[config.mk]
export PLATFORM = sky130hd
export DESIGN_NAME = gregorian_date_add_days_core
export DESIGN_NICKNAME = d
export VERILOG_FILES = /design/src/design/gdad_pkg.sv /design/src/design/gdad_ucode.sv /design/src/design/gdad_datapath.sv /design/src/design/gregorian_date_add_days_core.sv
export VERILOG_INCLUDE_DIRS = /design/src /design/src/design
export SDC_FILE = /design/constraint.sdc
export NUM_CORES = 1
export LEC_CHECK = 0
export BUFFER_PORTS_ARGS = -buffer_cell sky130_fd_sc_hd__buf_2
export CAP_MARGIN = 30
export CELL_PAD_IN_SITES_DETAIL_PLACEMENT = 2
export CELL_PAD_IN_SITES_GLOBAL_PLACEMENT = 2
export CORE_MARGIN = 10
export CORE_UTILIZATION = 40
export DETAILED_ROUTE_END_ITERATION = 8
export GPL_ROUTABILITY_DRIVEN = 0
export PLACE_DENSITY_LB_ADDON = 0.3
export SYNTH_ARGS = -nofsm -noshare
export SYNTH_HDL_FRONTEND = slang
export SYNTH_SLANG_ARGS = --single-unit
[constraint.sdc]
create_clock -name clk -period 5.6 [get_ports clk]
set_input_delay 0 -clock clk [delete_from_list [all_inputs] [get_ports clk]]
set_output_delay 0 -clock clk [all_outputs]
set_load 0.01 [all_outputs]
[src/design/gregorian_date_add_days_core_assert.svh]
// Assertion macros shared by the date adder RTL.
// Each macro expects clk and rst_n to be visible in the including module.
`ifndef GREGORIAN_DATE_ADD_DAYS_CORE_ASSERT_SVH
`define GREGORIAN_DATE_ADD_DAYS_CORE_ASSERT_SVH

// Same-cycle implication, disabled while reset is asserted.
`define GDAD_ASSERT_NOW(label, ante, cons, msg) \
    label: assert property (@(posedge clk) disable iff (!rst_n) (ante) |-> (cons)) \
        else $error(msg);

// Next-cycle implication, disabled while reset is asserted.
`define GDAD_ASSERT_NEXT(label, ante, cons, msg) \
    label: assert property (@(posedge clk) disable iff (!rst_n) (ante) |=> (cons)) \
        else $error(msg);

`endif

[src/design/gdad_pkg.sv]
// Package for the Gregorian date adder: microcode word, status types and
// the month-length function. No dependencies.
`timescale 1ns / 1ps
`default_nettype none

package gdad_pkg;

    localparam int MonthW = 4;
    localparam int DayW   = 5;
    localparam int YearW  = 14;
    localparam int DaysW  = 16;

    // Quotient of year / 100 via multiply by reciprocal, exact for 14-bit years.
    localparam int DivMul   = 5243;
    localparam int DivShift = 19;
    localparam int QuotW    = 8;
    localparam int RemW     = 7;

    localparam logic [MonthW-1:0] MonthJan = 4'd1;
    localparam logic [MonthW-1:0] MonthFeb = 4'd2;
    localparam logic [MonthW-1:0] MonthDec = 4'd12;
    localparam logic [YearW-1:0]  YearMax  = 14'd16383;
    localparam logic [RemW-1:0]   RemLast  = 7'd99;

    typedef enum logic [2:0] {
        OP_NOP,
        OP_LOAD,
        OP_DIV,
        OP_REM,
        OP_CHECK,
        OP_STEP,
        OP_OUT
    } op_t;

    typedef enum logic [2:0] {
        C_ALWAYS,
        C_NO_IN,
        C_BAD,
        C_LEFT_NZ,
        C_OUT_FULL
    } cond_t;

    typedef logic [2:0] step_t;

    localparam step_t STEP_IDLE  = 3'd0;
    localparam step_t STEP_DIV   = 3'd1;
    localparam step_t STEP_REM   = 3'd2;
    localparam step_t STEP_CHECK = 3'd3;
    localparam step_t STEP_WALK  = 3'd4;
    localparam step_t STEP_OUT   = 3'd5;

    // Jump to jmp when cond holds, otherwise continue at nxt.
    typedef struct packed {
        op_t   op;
        cond_t cond;
        step_t jmp;
        step_t nxt;
    } uword_t;

    typedef struct packed {
        logic bad;
        logic left_nz;
        logic out_full;
    } stat_t;

    // Days in a month; zero for a month code outside January..December.
    function automatic logic [DayW-1:0] month_days(input logic [MonthW-1:0] m,
                                                   input logic leap);
        logic [DayW-1:0] len;
        begin
            case (m)
                4'd1, 4'd3, 4'd5, 4'd7, 4'd8, 4'd10, 4'd12: len = 5'd31;
                4'd4, 4'd6, 4'd9, 4'd11:                     len = 5'd30;
                4'd2:                                        len = leap ? 5'd29 : 5'd28;
                default:                                     len = 5'd0;
            endcase
            return len;
        end
    endfunction

endpackage

`default_nettype wire

[src/design/gdad_ucode.sv]
// Microcode ROM of the date adder: one control word per sequencer step.
// Depends on gdad_pkg.
`timescale 1ns / 1ps
`default_nettype none

module gdad_ucode (
    input  wire gdad_pkg::step_t step,
    output gdad_pkg::uword_t     word
);
    import gdad_pkg::*;

    always_comb
    begin
        case (step)
            STEP_IDLE:  word = '{op: OP_LOAD,  cond: C_NO_IN,    jmp: STEP_IDLE,  nxt: STEP_DIV};
            STEP_DIV:   word = '{op: OP_DIV,   cond: C_ALWAYS,   jmp: STEP_REM,   nxt: STEP_REM};
            STEP_REM:   word = '{op: OP_REM,   cond: C_ALWAYS,   jmp: STEP_CHECK, nxt: STEP_CHECK};
            STEP_CHECK: word = '{op: OP_CHECK, cond: C_BAD,      jmp: STEP_OUT,   nxt: STEP_WALK};
            STEP_WALK:  word = '{op: OP_STEP,  cond: C_LEFT_NZ,  jmp: STEP_WALK,  nxt: STEP_OUT};
            STEP_OUT:   word = '{op: OP_OUT,   cond: C_OUT_FULL, jmp: STEP_OUT,   nxt: STEP_IDLE};
            default:    word = '{op: OP_NOP,   cond: C_ALWAYS,   jmp: STEP_IDLE,  nxt: STEP_IDLE};
        endcase
    end

endmodule

`default_nettype wire

[src/design/gdad_datapath.sv]
// Datapath of the date adder: date registers, leap-year tracking, month walk
// and output register. Depends on gdad_pkg and the assertion macro header.
`timescale 1ns / 1ps
`default_nettype none
`include "gregorian_date_add_days_core_assert.svh"

module gdad_datapath (
    input  wire logic                      clk,
    input  wire logic                      rst_n,
    input  wire gdad_pkg::op_t             op,
    input  wire logic                      in_valid,
    input  wire logic [gdad_pkg::MonthW-1:0] start_month,
    input  wire logic [gdad_pkg::DayW-1:0]   start_day,
    input  wire logic [gdad_pkg::YearW-1:0]  start_year,
    input  wire logic [gdad_pkg::DaysW-1:0]  days_to_add,
    input  wire logic                      out_stall,
    output logic                           out_valid,
    output logic [gdad_pkg::MonthW-1:0]    new_month,
    output logic [gdad_pkg::DayW-1:0]      new_day,
    output logic [gdad_pkg::YearW-1:0]     new_year,
    output logic                           bad_date,
    output gdad_pkg::stat_t                stat
);
    import gdad_pkg::*;

    localparam int ProdW = YearW + 13;

    logic [MonthW-1:0] m_reg, m_next;
    logic [DayW-1:0]   d_reg, d_next;
    logic [YearW-1:0]  y_reg, y_next;
    logic [DaysW-1:0]  left_reg, left_next;
    logic [QuotW-1:0]  q_reg, q_next;
    logic [RemW-1:0]   rem100_reg, rem100_next;
    logic [1:0]        q4_reg, q4_next;
    logic              bad_reg, bad_next;
    logic              out_valid_reg, out_valid_next;

    logic [ProdW-1:0]  prod;
    logic [YearW:0]    q_times_100;
    logic [YearW:0]    rem_full;
    logic              leap;
    logic [DayW-1:0]   len;
    logic [DayW-1:0]   room;
    logic              invalid;
    logic              out_full;
    logic              walking;
    logic              walk_sane;

    assign prod        = ProdW'(y_reg) * ProdW'(DivMul);
    assign q_times_100 = ({7'd0, q_reg} << 6) + ({7'd0, q_reg} << 5) + ({7'd0, q_reg} << 2);
    assign rem_full    = {1'b0, y_reg} - q_times_100;

    // Divisible by 4, and either not by 100 or also by 400.
    assign leap    = (y_reg[1:0] == 2'd0) && ((rem100_reg != '0) || (q4_reg == 2'd0));
    assign len     = month_days(m_reg, leap);
    assign room    = len - d_reg;
    assign invalid = (len == '0) || (d_reg == '0) || (d_reg > len);

    assign out_full = out_valid_reg && out_stall;

    always_comb
    begin
        m_next      = m_reg;
        d_next      = d_reg;
        y_next      = y_reg;
        left_next   = left_reg;
        q_next      = q_reg;
        rem100_next = rem100_reg;
        q4_next     = q4_reg;
        bad_next    = bad_reg;
        case (op)
            OP_LOAD:
            begin
                if (in_valid)
                begin
                    m_next    = start_month;
                    d_next    = start_day;
                    y_next    = start_year;
                    left_next = days_to_add;
                end
            end
            OP_DIV:
            begin
                q_next = prod[DivShift +: QuotW];
            end
            OP_REM:
            begin
                rem100_next = rem_full[RemW-1:0];
                q4_next     = q_reg[1:0];
            end
            OP_CHECK:
            begin
                bad_next = invalid;
            end
            OP_STEP:
            begin
                if (left_reg != '0)
                begin
                    if (left_reg > DaysW'(room))
                    begin
                        left_next = left_reg - DaysW'(room) - DaysW'(1);
                        d_next    = DayW'(1);
                        if (m_reg == MonthDec)
                        begin
                            m_next = MonthJan;
                            y_next = y_reg + YearW'(1);
                            // The year counter wraps to zero, which restarts the century count.
                            if (y_reg == YearMax)
                            begin
                                rem100_next = '0;
                                q4_next     = '0;
                            end
                            else if (rem100_reg == RemLast)
                            begin
                                rem100_next = '0;
                                q4_next     = q4_reg + 2'd1;
                            end
                            else
                            begin
                                rem100_next = rem100_reg + RemW'(1);
                            end
                        end
                        else
                        begin
                            m_next = m_reg + MonthW'(1);
                        end
                    end
                    else
                    begin
                        d_next    = d_reg + left_reg[DayW-1:0];
                        left_next = '0;
                    end
                end
            end
            default:
            begin
            end
        endcase
    end

    always_comb
    begin
        out_valid_next = out_valid_reg;
        if ((op == OP_OUT) && !out_full)
        begin
            out_valid_next = 1'b1;
        end
        else if (out_valid_reg && !out_stall)
        begin
            out_valid_next = 1'b0;
        end
    end

    always_ff @(posedge clk or negedge rst_n)
    begin
        if (!rst_n)
        begin
            out_valid_reg <= 1'b0;
        end
        else
        begin
            out_valid_reg <= out_valid_next;
        end
    end

    always_ff @(posedge clk)
    begin
        m_reg      <= m_next;
        d_reg      <= d_next;
        y_reg      <= y_next;
        left_reg   <= left_next;
        q_reg      <= q_next;
        rem100_reg <= rem100_next;
        q4_reg     <= q4_next;
        bad_reg    <= bad_next;
        if ((op == OP_OUT) && !out_full)
        begin
            new_month <= m_reg;
            new_day   <= d_reg;
            new_year  <= y_reg;
            bad_date  <= bad_reg;
        end
    end

    assign out_valid = out_valid_reg;
    assign stat      = '{bad: invalid, left_nz: (left_reg != '0), out_full: out_full};

    assign walking   = (op == OP_STEP) && (left_reg != '0);
    assign walk_sane = (m_reg >= MonthJan) && (m_reg <= MonthDec) && (d_reg != '0)
                       && (rem100_reg <= RemLast);

    `GDAD_ASSERT_NOW(a_walk_range, walking, walk_sane, "walk state out of range")
    `GDAD_ASSERT_NOW(a_day_fits, walking, d_reg <= len, "day beyond month length during walk")
    `GDAD_ASSERT_NEXT(a_left_shrinks, walking, left_reg < $past(left_reg), "day count stuck")

endmodule

`default_nettype wire

[src/design/gregorian_date_add_days_core.sv]
// Gregorian date adder, top level. The sequencer loads the input beat, divides the year
// by 100, takes the remainder, checks the date and, for a valid date, walks month by month
// through the days to add before the output step; an invalid date goes straight to the
// output step. One item at a time; the next input beat is taken once the result sits
// in the output register.
// Reset clears the step counter and the output valid.
`timescale 1ns / 1ps
`default_nettype none

module gregorian_date_add_days_core (
    input  wire logic                        clk,
    input  wire logic                        rst_n,
    input  wire logic                        in_valid,
    output logic                             in_stall,
    input  wire logic [gdad_pkg::MonthW-1:0] start_month,
    input  wire logic [gdad_pkg::DayW-1:0]   start_day,
    input  wire logic [gdad_pkg::YearW-1:0]  start_year,
    input  wire logic [gdad_pkg::DaysW-1:0]  days_to_add,
    output logic                             out_valid,
    input  wire logic                        out_stall,
    output logic [gdad_pkg::MonthW-1:0]      new_month,
    output logic [gdad_pkg::DayW-1:0]        new_day,
    output logic [gdad_pkg::YearW-1:0]       new_year,
    output logic                             bad_date
);
    import gdad_pkg::*;

    step_t  step_reg, step_next;
    uword_t word;
    stat_t  stat;
    logic   jump;

    gdad_ucode u_ucode (
        .step (step_reg),
        .word (word)
    );

    gdad_datapath u_datapath (
        .clk         (clk),
        .rst_n       (rst_n),
        .op          (word.op),
        .in_valid    (in_valid),
        .start_month (start_month),
        .start_day   (start_day),
        .start_year  (start_year),
        .days_to_add (days_to_add),
        .out_stall   (out_stall),
        .out_valid   (out_valid),
        .new_month   (new_month),
        .new_day     (new_day),
        .new_year    (new_year),
        .bad_date    (bad_date),
        .stat        (stat)
    );

    always_comb
    begin
        case (word.cond)
            C_ALWAYS:   jump = 1'b1;
            C_NO_IN:    jump = !in_valid;
            C_BAD:      jump = stat.bad;
            C_LEFT_NZ:  jump = stat.left_nz;
            C_OUT_FULL: jump = stat.out_full;
            default:    jump = 1'b1;
        endcase
    end

    assign step_next = jump ? word.jmp : word.nxt;
    assign in_stall  = (word.op != OP_LOAD);

    always_ff @(posedge clk or negedge rst_n)
    begin
        if (!rst_n)
        begin
            step_reg <= STEP_IDLE;
        end
        else
        begin
            step_reg <= step_next;
        end
    end

endmodule

`default_nettype wire
# After elaboration in Yosys (flattened, before gate mapping)
# Index checks and enable logic that the tools add are counted.
# W data, S select, Z words.
[word_totals]
out_inout_bits = 26
inputBits = 43
elab_cells = 127
register_bits = 82
mem_bits_ro = 0
n_memories = 0
latch_bits = 0
ramBits = 0
[op_classes]
n_reduce_logical = 27
n_eq_ne = 35
n_addsub = 11
muxes = 37
shifts = 0
n_lt_le_gt_ge = 2
div_mod_pow = 0
bitwise = 0
mul = 1
[ops]
columns = ["cell", "count"]
rows = [
  ["$pmux W12 S6", 1],
  ["$mux W14", 4],
  ["$mux W16", 3],
  ["$mux W7", 5],
  ["$pmux W16 S2", 1],
  ["$pmux W14 S2", 1],
  ["$mul A14 B13 Y24 const B", 1],
  ["$eq A4 B4 Y1 const B", 5],
  ["$eq A3 B2 Y1 const B", 6],
  ["$eq A3 B3 Y1 const B", 6],
  ["$eq A4 B3 Y1 const B", 4],
  ["$gt A16 B5 Y1", 1],
  ["$mux W4", 4],
  ["$reduce_bool A16 Y1", 1],
  ["$sub A16 B1 Y16 const B", 1],
  ["$sub A16 B5 Y16", 1],
  ["$mux W5", 3],
  ["$pmux W5 S3", 1],
  ["$add A14 B1 Y14 const B", 1],
  ["$add A7 B7 Y7", 2],
  ["$eq A14 B14 Y1 const B", 1],
  ["$pmux W7 S2", 1],
  ["$logic_not A5 Y1", 2],
  ["$mux W2", 5],
  ["32 further kinds", 52],
]

# Longest topological paths before layout
# Gate-level depths: netlist of the first run.
[logic_depth]
ltp_word = 11
mapped_depth = 19
ltp_nobuf = 18

# By module
# A second synthesis of the first run with hierarchy kept.
[hier_totals]
hier_cells = 755
area_unflattened_um2 = 8055.2
[modules_own_cells]
columns = ["mod", "area_each_um2", "n_inst", "seq_area_each_um2", "cells_each"]
rows = [
  ["gdad_datapath", 7756.2, 1, 2367.3, 725],
  ["gregorian_date_add_days_core", 177.7, 1, 75.1, 12],
  ["gdad_ucode", 121.4, 1, 0.0, 18],
]

# Worst setup path before layout of the first run
# No wires, ideal clock.
[synth_timing]
kind = "register to register"
startpoint = "register u_datapath.y_reg[10]"
endpoint = "register u_datapath.q_reg[2] (data pin)"
period_less_slack_ns = 4.809
required_time_ns = 5.338
setup_slack_ns = 0.791
setup_time_ns = 0.262
path_stages_with_launch = 16
n_path_buf = 0
arrival_time_ns = 4.547
cell_sequence = "edfxtp_1 ha_1 inv_1 fa_1 inv_1 fa_1 inv_1 fa_1 fa_1 inv_1 ha_1 nor2b_1 o21ai_0 or4b_2 a211oi_1 xnor2_1"
[synth_between]
elab_chain_cells = 1
[synth_lines]
columns = ["element", "line_no", "source"]
rows = [
  ["start, declared", "gdad_datapath.sv:30", "logic [YearW-1:0] y_reg, y_next;"],
  ["start signal, assigned", "gdad_datapath.sv:170", "y_reg <= y_next;"],
  ["$mul A14 B13 Y24", "gdad_datapath.sv:49", "assign prod = ProdW'(y_reg) * ProdW'(DivMul);"],
  ["named net u_datapath.prod[21]", "gdad_datapath.sv:38", "logic [ProdW-1:0] prod;"],
  ["end signal, assigned", "gdad_datapath.sv:172", "q_reg <= q_next;"],
  ["end, declared", "gdad_datapath.sv:32", "logic [QuotW-1:0] q_reg, q_next;"],
]
# The timed path passes the listed nets, and every way through them passes these cells.
# A chain may end at the register's enable or synchronous reset.

# Final worst setup path of the first run
[layout_timing]
startpoint = "register u_datapath.y_reg[11]"
endpoint = "register u_datapath.q_reg[2] (data pin)"
# The elaborated chain is that of the path after synthesis.

==> out/results.ini, run 1 <==
[clock_tree]
cts_resized=0
cts.sinks=82
clockBufferDepth=2
tritoncts=done
clock_latency_ns=0.37
cts-root-buf=clkbuf_16
cts_max_level=3
path_clk_slew_ns=0.08
numCtsBuffers=9

[layout]
final_area_sq_mm=0.009480
layout-drive-gt1-share_pct=12.94
largest_reg_flops=16
fill_cells=2018
area_growth_pct=18.50
nets=1144
final_common_cell=inv_1
final_cell_mix=145 x inv_1, 129 x ha_1, 78 x edfxtp_1

[critical_path]
cp_num_buf_inv=4
cp_max_fo=9
cpPeakStageDelay_ns=0.65
cp_slowest_cell=edfxtp_1
crit_arrival_ns=5.47
crit_required_ns=5.70
crit_family=adder cells
cp-end-kind=flop
path_class=flop to flop
startpoint_type=flop
crit_chain=inv_1, fa_1, inv_1, fa_1, inv_1, fa_1, fa_1, inv_1, ha_1, nor2b_1, o21ai_0, or4b_2, a211oi_1, xnor2_1

[sta]
setup_viol=0
max_slew_margin_pct=35.68
hold_slack_ns=-0.01105
fin_ws_ns=0.2281
period_share_pct=95.93
fmax_ghz=0.1862
fin_setup_tns_ns=0
slew_viol_final=0
skew_ns=0.01880
min_period_ns=5.372
hold_violations=1
tightest_slew_ns=0.9637
rsz0062_at_grt=no

[route]
ant_nets=0
topRoutingLayerUsed=met4
wl_microns=30450
drc=0
routed-wl-met3_microns=1214
via_per_inst=5.462
wl_per_cell_microns=25.85
wl_met2_microns=15900
drt_iter0_markers=369
wl_met1_microns=12260
vias=6434
drt-pass1-iter-count=5

[grt]
antenna_found_initial=1
grt_max_degree=37
grt_pass1_vias=7554
grt_pass1_wl_microns=45460
grtUsageTotal_pct=22.67
grt_overflow=0

[synthesis]
synth_seq_cells=82
synth_top_area_share_pct=29.28
synth_area_leaders=edfxtp_1 29%, ha_1 20%, fa_1 16%
syn_area_sq_mm=0.008000
yosysTopAreaCell=edfxtp_1
yosysSeqAreaShare_pct=30.53
synth_async_sr_flop_share_pct=4.878
synthDistinctLibCells=48
synth_ff_type=edfxtp_1
synth_nets=1014
yosys_warnings=0
syn_inst=777
syn_area_per_cell_sq_um=10.30
synth_edf_count=78

[status]
violations=negative hold slack
status=complete, but fails checks

[die]
start_util_pct=40.84
die_w_microns=161.4
core_area_sq_mm=0.01959
num_rows=51
ios=69
fp.dieH_microns=161.4
fp.dieArea_sq_mm=0.02606

[worst_hold_path]
hold_path_class=input pin to flop

[placed_design]
dpl_cell_area_sq_mm=0.008712
pre_cts_slack_ns=0.2612
port_buffers=68
hpwl_microns=21220

[job]
max_cap_violations=0

## cell families (layout without fill, tap and decap cells)
family / Yosys count / in the layout / synth area share, %
xor gates and xnor gates: 56 / 56 / 6.131
other: 0 / 1 / 0
AOI/OAI and AO/OA: 129 / 129 / 9.853
and+or+nand+nor: 158 / 158 / 9.540
adders and majority gates: 194 / 194 / 36.44
buffers and inverters: 158 / 293 / 7.507
DFF: 82 / 82 / 30.53
## area by class of cell
| class | count | area (sq um) | area share [%] |
|---|---|---|---|
| diodes | 1 | 2.502 | 0.02640 |
| clock buffers | 10 | 229.0 | 2.415 |
| flip-flops and latches | 82 | 2442 | 25.76 |
| clock inverters | 6 | 51.30 | 0.5411 |
| repair buffers | 132 | 915.9 | 9.661 |
| well taps | 265 | 331.6 | 3.497 |
| multi-input cells | 537 | 4964 | 52.36 |
| inverters | 145 | 544.3 | 5.741 |
## timing repair
| action | 4_1_cts | 5_1_grt |
|---|---|---|
| endpoints found under the hold margin | 39 | 1 |
| hold buffers | 37 | 1 |
| setup buffers | 0 | 14 |
| endpoints found under the setup margin | 0 | 1 |
## final timing paths
check / slack, ns / cells after the start / start / endpoint
min in group asynchronous: 0.56 / 3 / rst_n / step_reg[2]
worst min-delay path: -0.01 / 3 / start_year[4] / u_datapath.y_reg[4]
worst min register to register: 0.44 / 0 / u_datapath.bad_reg / u_datapath.bad_date
worst max register to register: 0.23 / 14 / u_datapath.y_reg[11] / u_datapath.q_reg[2]
worst max-delay path: 0.23 / 14 / u_datapath.y_reg[11] / u_datapath.q_reg[2]
max in group asynchronous: 4.85 / 3 / rst_n / u_datapath.out_valid
## synthesized netlist by cell type, types with 5 or more instances
cell	count
nor2_1	25
edfxtp_1	78
a21o_1	14
inv_1	145
a21oi_1	35
nand3_1	10
o22ai_1	7
nor3_1	9
xor2_1	15
o21ai_0	33
xnor2_1	41
nand4_1	8
a31oi_1	5
ha_1	129
and3_1	7
nand2_1	72
o31ai_1	14
nor4_1	5
fa_1	65
clkbuf_1	9
nand2b_1	5
## worst register-to-register path, delay by kind of cell (launching register included)
kind | cells | cell delay (ns)
xor+xnor | 1 | 0.12
flops | 1 | 0.65
simple gates | 2 | 0.81
buf+inv | 4 | 0.46
fa+ha+maj | 5 | 2.54
compound gates | 2 | 0.52
## per-layer routing
| metal | vias to the layer above | track usage (%) |
|---|---|---|
| li1 | 2876 | - |
| met1 | 3315 | 26.08 |
| met2 | 173 | 41.02 |
| met3 | 70 | 4.677 |
| met4 | 0 | 7.279 |
| met5 | - | 0 |
## metrics by stage
stage          std cells  hold slack (ns)  utilization [%]
6_report            1178         -0.01105            48.39
5_1_grt             1178          0.01047            48.39
3_3_place_gp        1109          -0.1854            44.47
3_5_place_dp        1109          -0.1857            44.47
4_1_cts             1162        0.0007291            47.79
2_1_floorplan        777          -0.2956                -
Power of run 1 is not shown: default switching activity piles up to over one toggle a cycle in this logic, so the estimate is an artifact.
==> run 2, diff against run 1 <==
- BUFFER_PORTS_ARGS: -buffer_cell sky130_fd_sc_hd__buf_2 -> not set
- DONT_BUFFER_PORTS: not set -> 1
==> out/results.ini, run 2 (synthesis gave the netlist of run 1 again) <==
[status]
status=complete, no violations

[sta]
period_share_pct=94.98
tightest_slew_ns=0.9836
setup_viol=0
hold_violations=0
slew_viol_final=0
rsz0062_at_grt=no
skew_ns=0.009901
max_slew_margin_pct=34.36
min_period_ns=5.319
fmax_ghz=0.1880
fin_setup_tns_ns=0

[layout]
area_growth_pct=13.67
layout-drive-gt1-share_pct=4.431
largest_reg_flops=16
nets=1067
final_cell_mix=145 x inv_1, 129 x ha_1, 78 x edfxtp_1
final_common_cell=inv_1

[route]
drt_iter0_markers=236
via_per_inst=5.435
vias=5995
wl_microns=26810
wl_per_cell_microns=24.31
drc=0
ant_nets=0
drt-pass1-iter-count=4

[clock_tree]
numCtsBuffers=9
cts-root-buf=clkbuf_16
cts.sinks=82
tritoncts=done
clock_latency_ns=0.36
path_clk_slew_ns=0.07
cts_max_level=3
clockBufferDepth=2
cts_resized=0

[grt]
antenna_found_initial=3
grt_max_degree=68
grt_pass1_wl_microns=41700
grt_pass1_vias=6904
grtUsageTotal_pct=20.79
grt_overflow=0

[placed_design]
port_buffers=0
hpwl_microns=19870

[die]
fp.dieArea_sq_mm=0.02606
fp.dieH_microns=161.4
ios=69
num_rows=51
start_util_pct=40.84
die_w_microns=161.4
core_area_sq_mm=0.01959

[critical_path]
cpPeakStageDelay_ns=0.62
crit_required_ns=5.71
crit_chain=ha_1, inv_1, fa_1, inv_1, fa_1, inv_1, fa_1, fa_1, inv_1, ha_1, nor2b_1, o21ai_0, or4b_2, a211oi_1, xnor2_1
cp_num_buf_inv=4
cp-end-kind=flop
crit_family=adder cells
path_class=flop to flop
startpoint_type=flop
crit_arrival_ns=5.42
cp_max_fo=9
cp_slowest_cell=or4b_2

[worst_hold_path]
hold_path_class=input pin to flop

[job]
max_cap_violations=0

-- run 2: cell types whose count changed in the layout (fill, tap and decap cells not counted), moves of 2 or more --
cell           before  now
inv_6               1    3
clkinvlp_4          3    1
diode_2             1    3
dlygate4sd3_1      38   43
buf_2              68    0
buf_4              26   12
-- run 2: repair_timing --
item	CTS	global route
buffers inserted	0	0
hold buffers	43	0
endpoints found under the hold margin	46	0
-- run 2: per-layer routing --
metal | wire [microns] | share of wire (%) | track usage (%)
met4 | 567 | 2.1 | 7.361
met5 | 0 | 0 | 0
met1 | 11050 | 41 | 24.28
met3 | 899 | 3.4 | 3.482
met2 | 14290 | 53 | 37.48
-- run 2: through the flow --
stage          worst slack, ns  std cells  hold slack [ns]  util [%]  area (sq um)
2_1_floorplan           0.7910        777          -0.2956         -          8000
3_3_place_gp            0.5937       1041          -0.2954     42.73          8372
5_1_grt                0.05973       1103           0.1289     46.42          9094
4_1_cts                 0.3069       1100           0.1216     46.38          9086
3_5_place_dp            0.3272       1041          -0.2954     42.73          8372
6_report                0.2810       1103           0.1342     46.42          9094
-- run 2: area by class of cell --
class | count | area, sq um
Multi-Input combinational cell | 537 | 4964
Tap cell | 265 | 331.6
Inverter | 145 | 544.3
Clock buffer | 9 | 225.2
Timing Repair Buffer | 55 | 520.5
Clock inverter | 7 | 58.81
Fill cell | 2041 | 10500
Sequential cell | 82 | 2442
Antenna cell | 3 | 7.507
-- run 2: final timing paths --
check / endpoint / from / slack [ns] / depth (start not counted)
min in group asynchronous: step_reg[1] / rst_n / 0.48 / 2
max in group asynchronous: step_reg[0] / rst_n / 4.91 / 2
hold reg to reg: u_datapath.bad_date / u_datapath.bad_reg / 0.43 / 0
setup / recovery: u_datapath.q_reg[2] / u_datapath.y_reg[8] / 0.28 / 15
hold / removal: u_datapath.new_year[0] / out_stall / 0.13 / 2
setup reg to reg: u_datapath.q_reg[2] / u_datapath.y_reg[8] / 0.28 / 15
Power of run 2 is left out for the same reason.
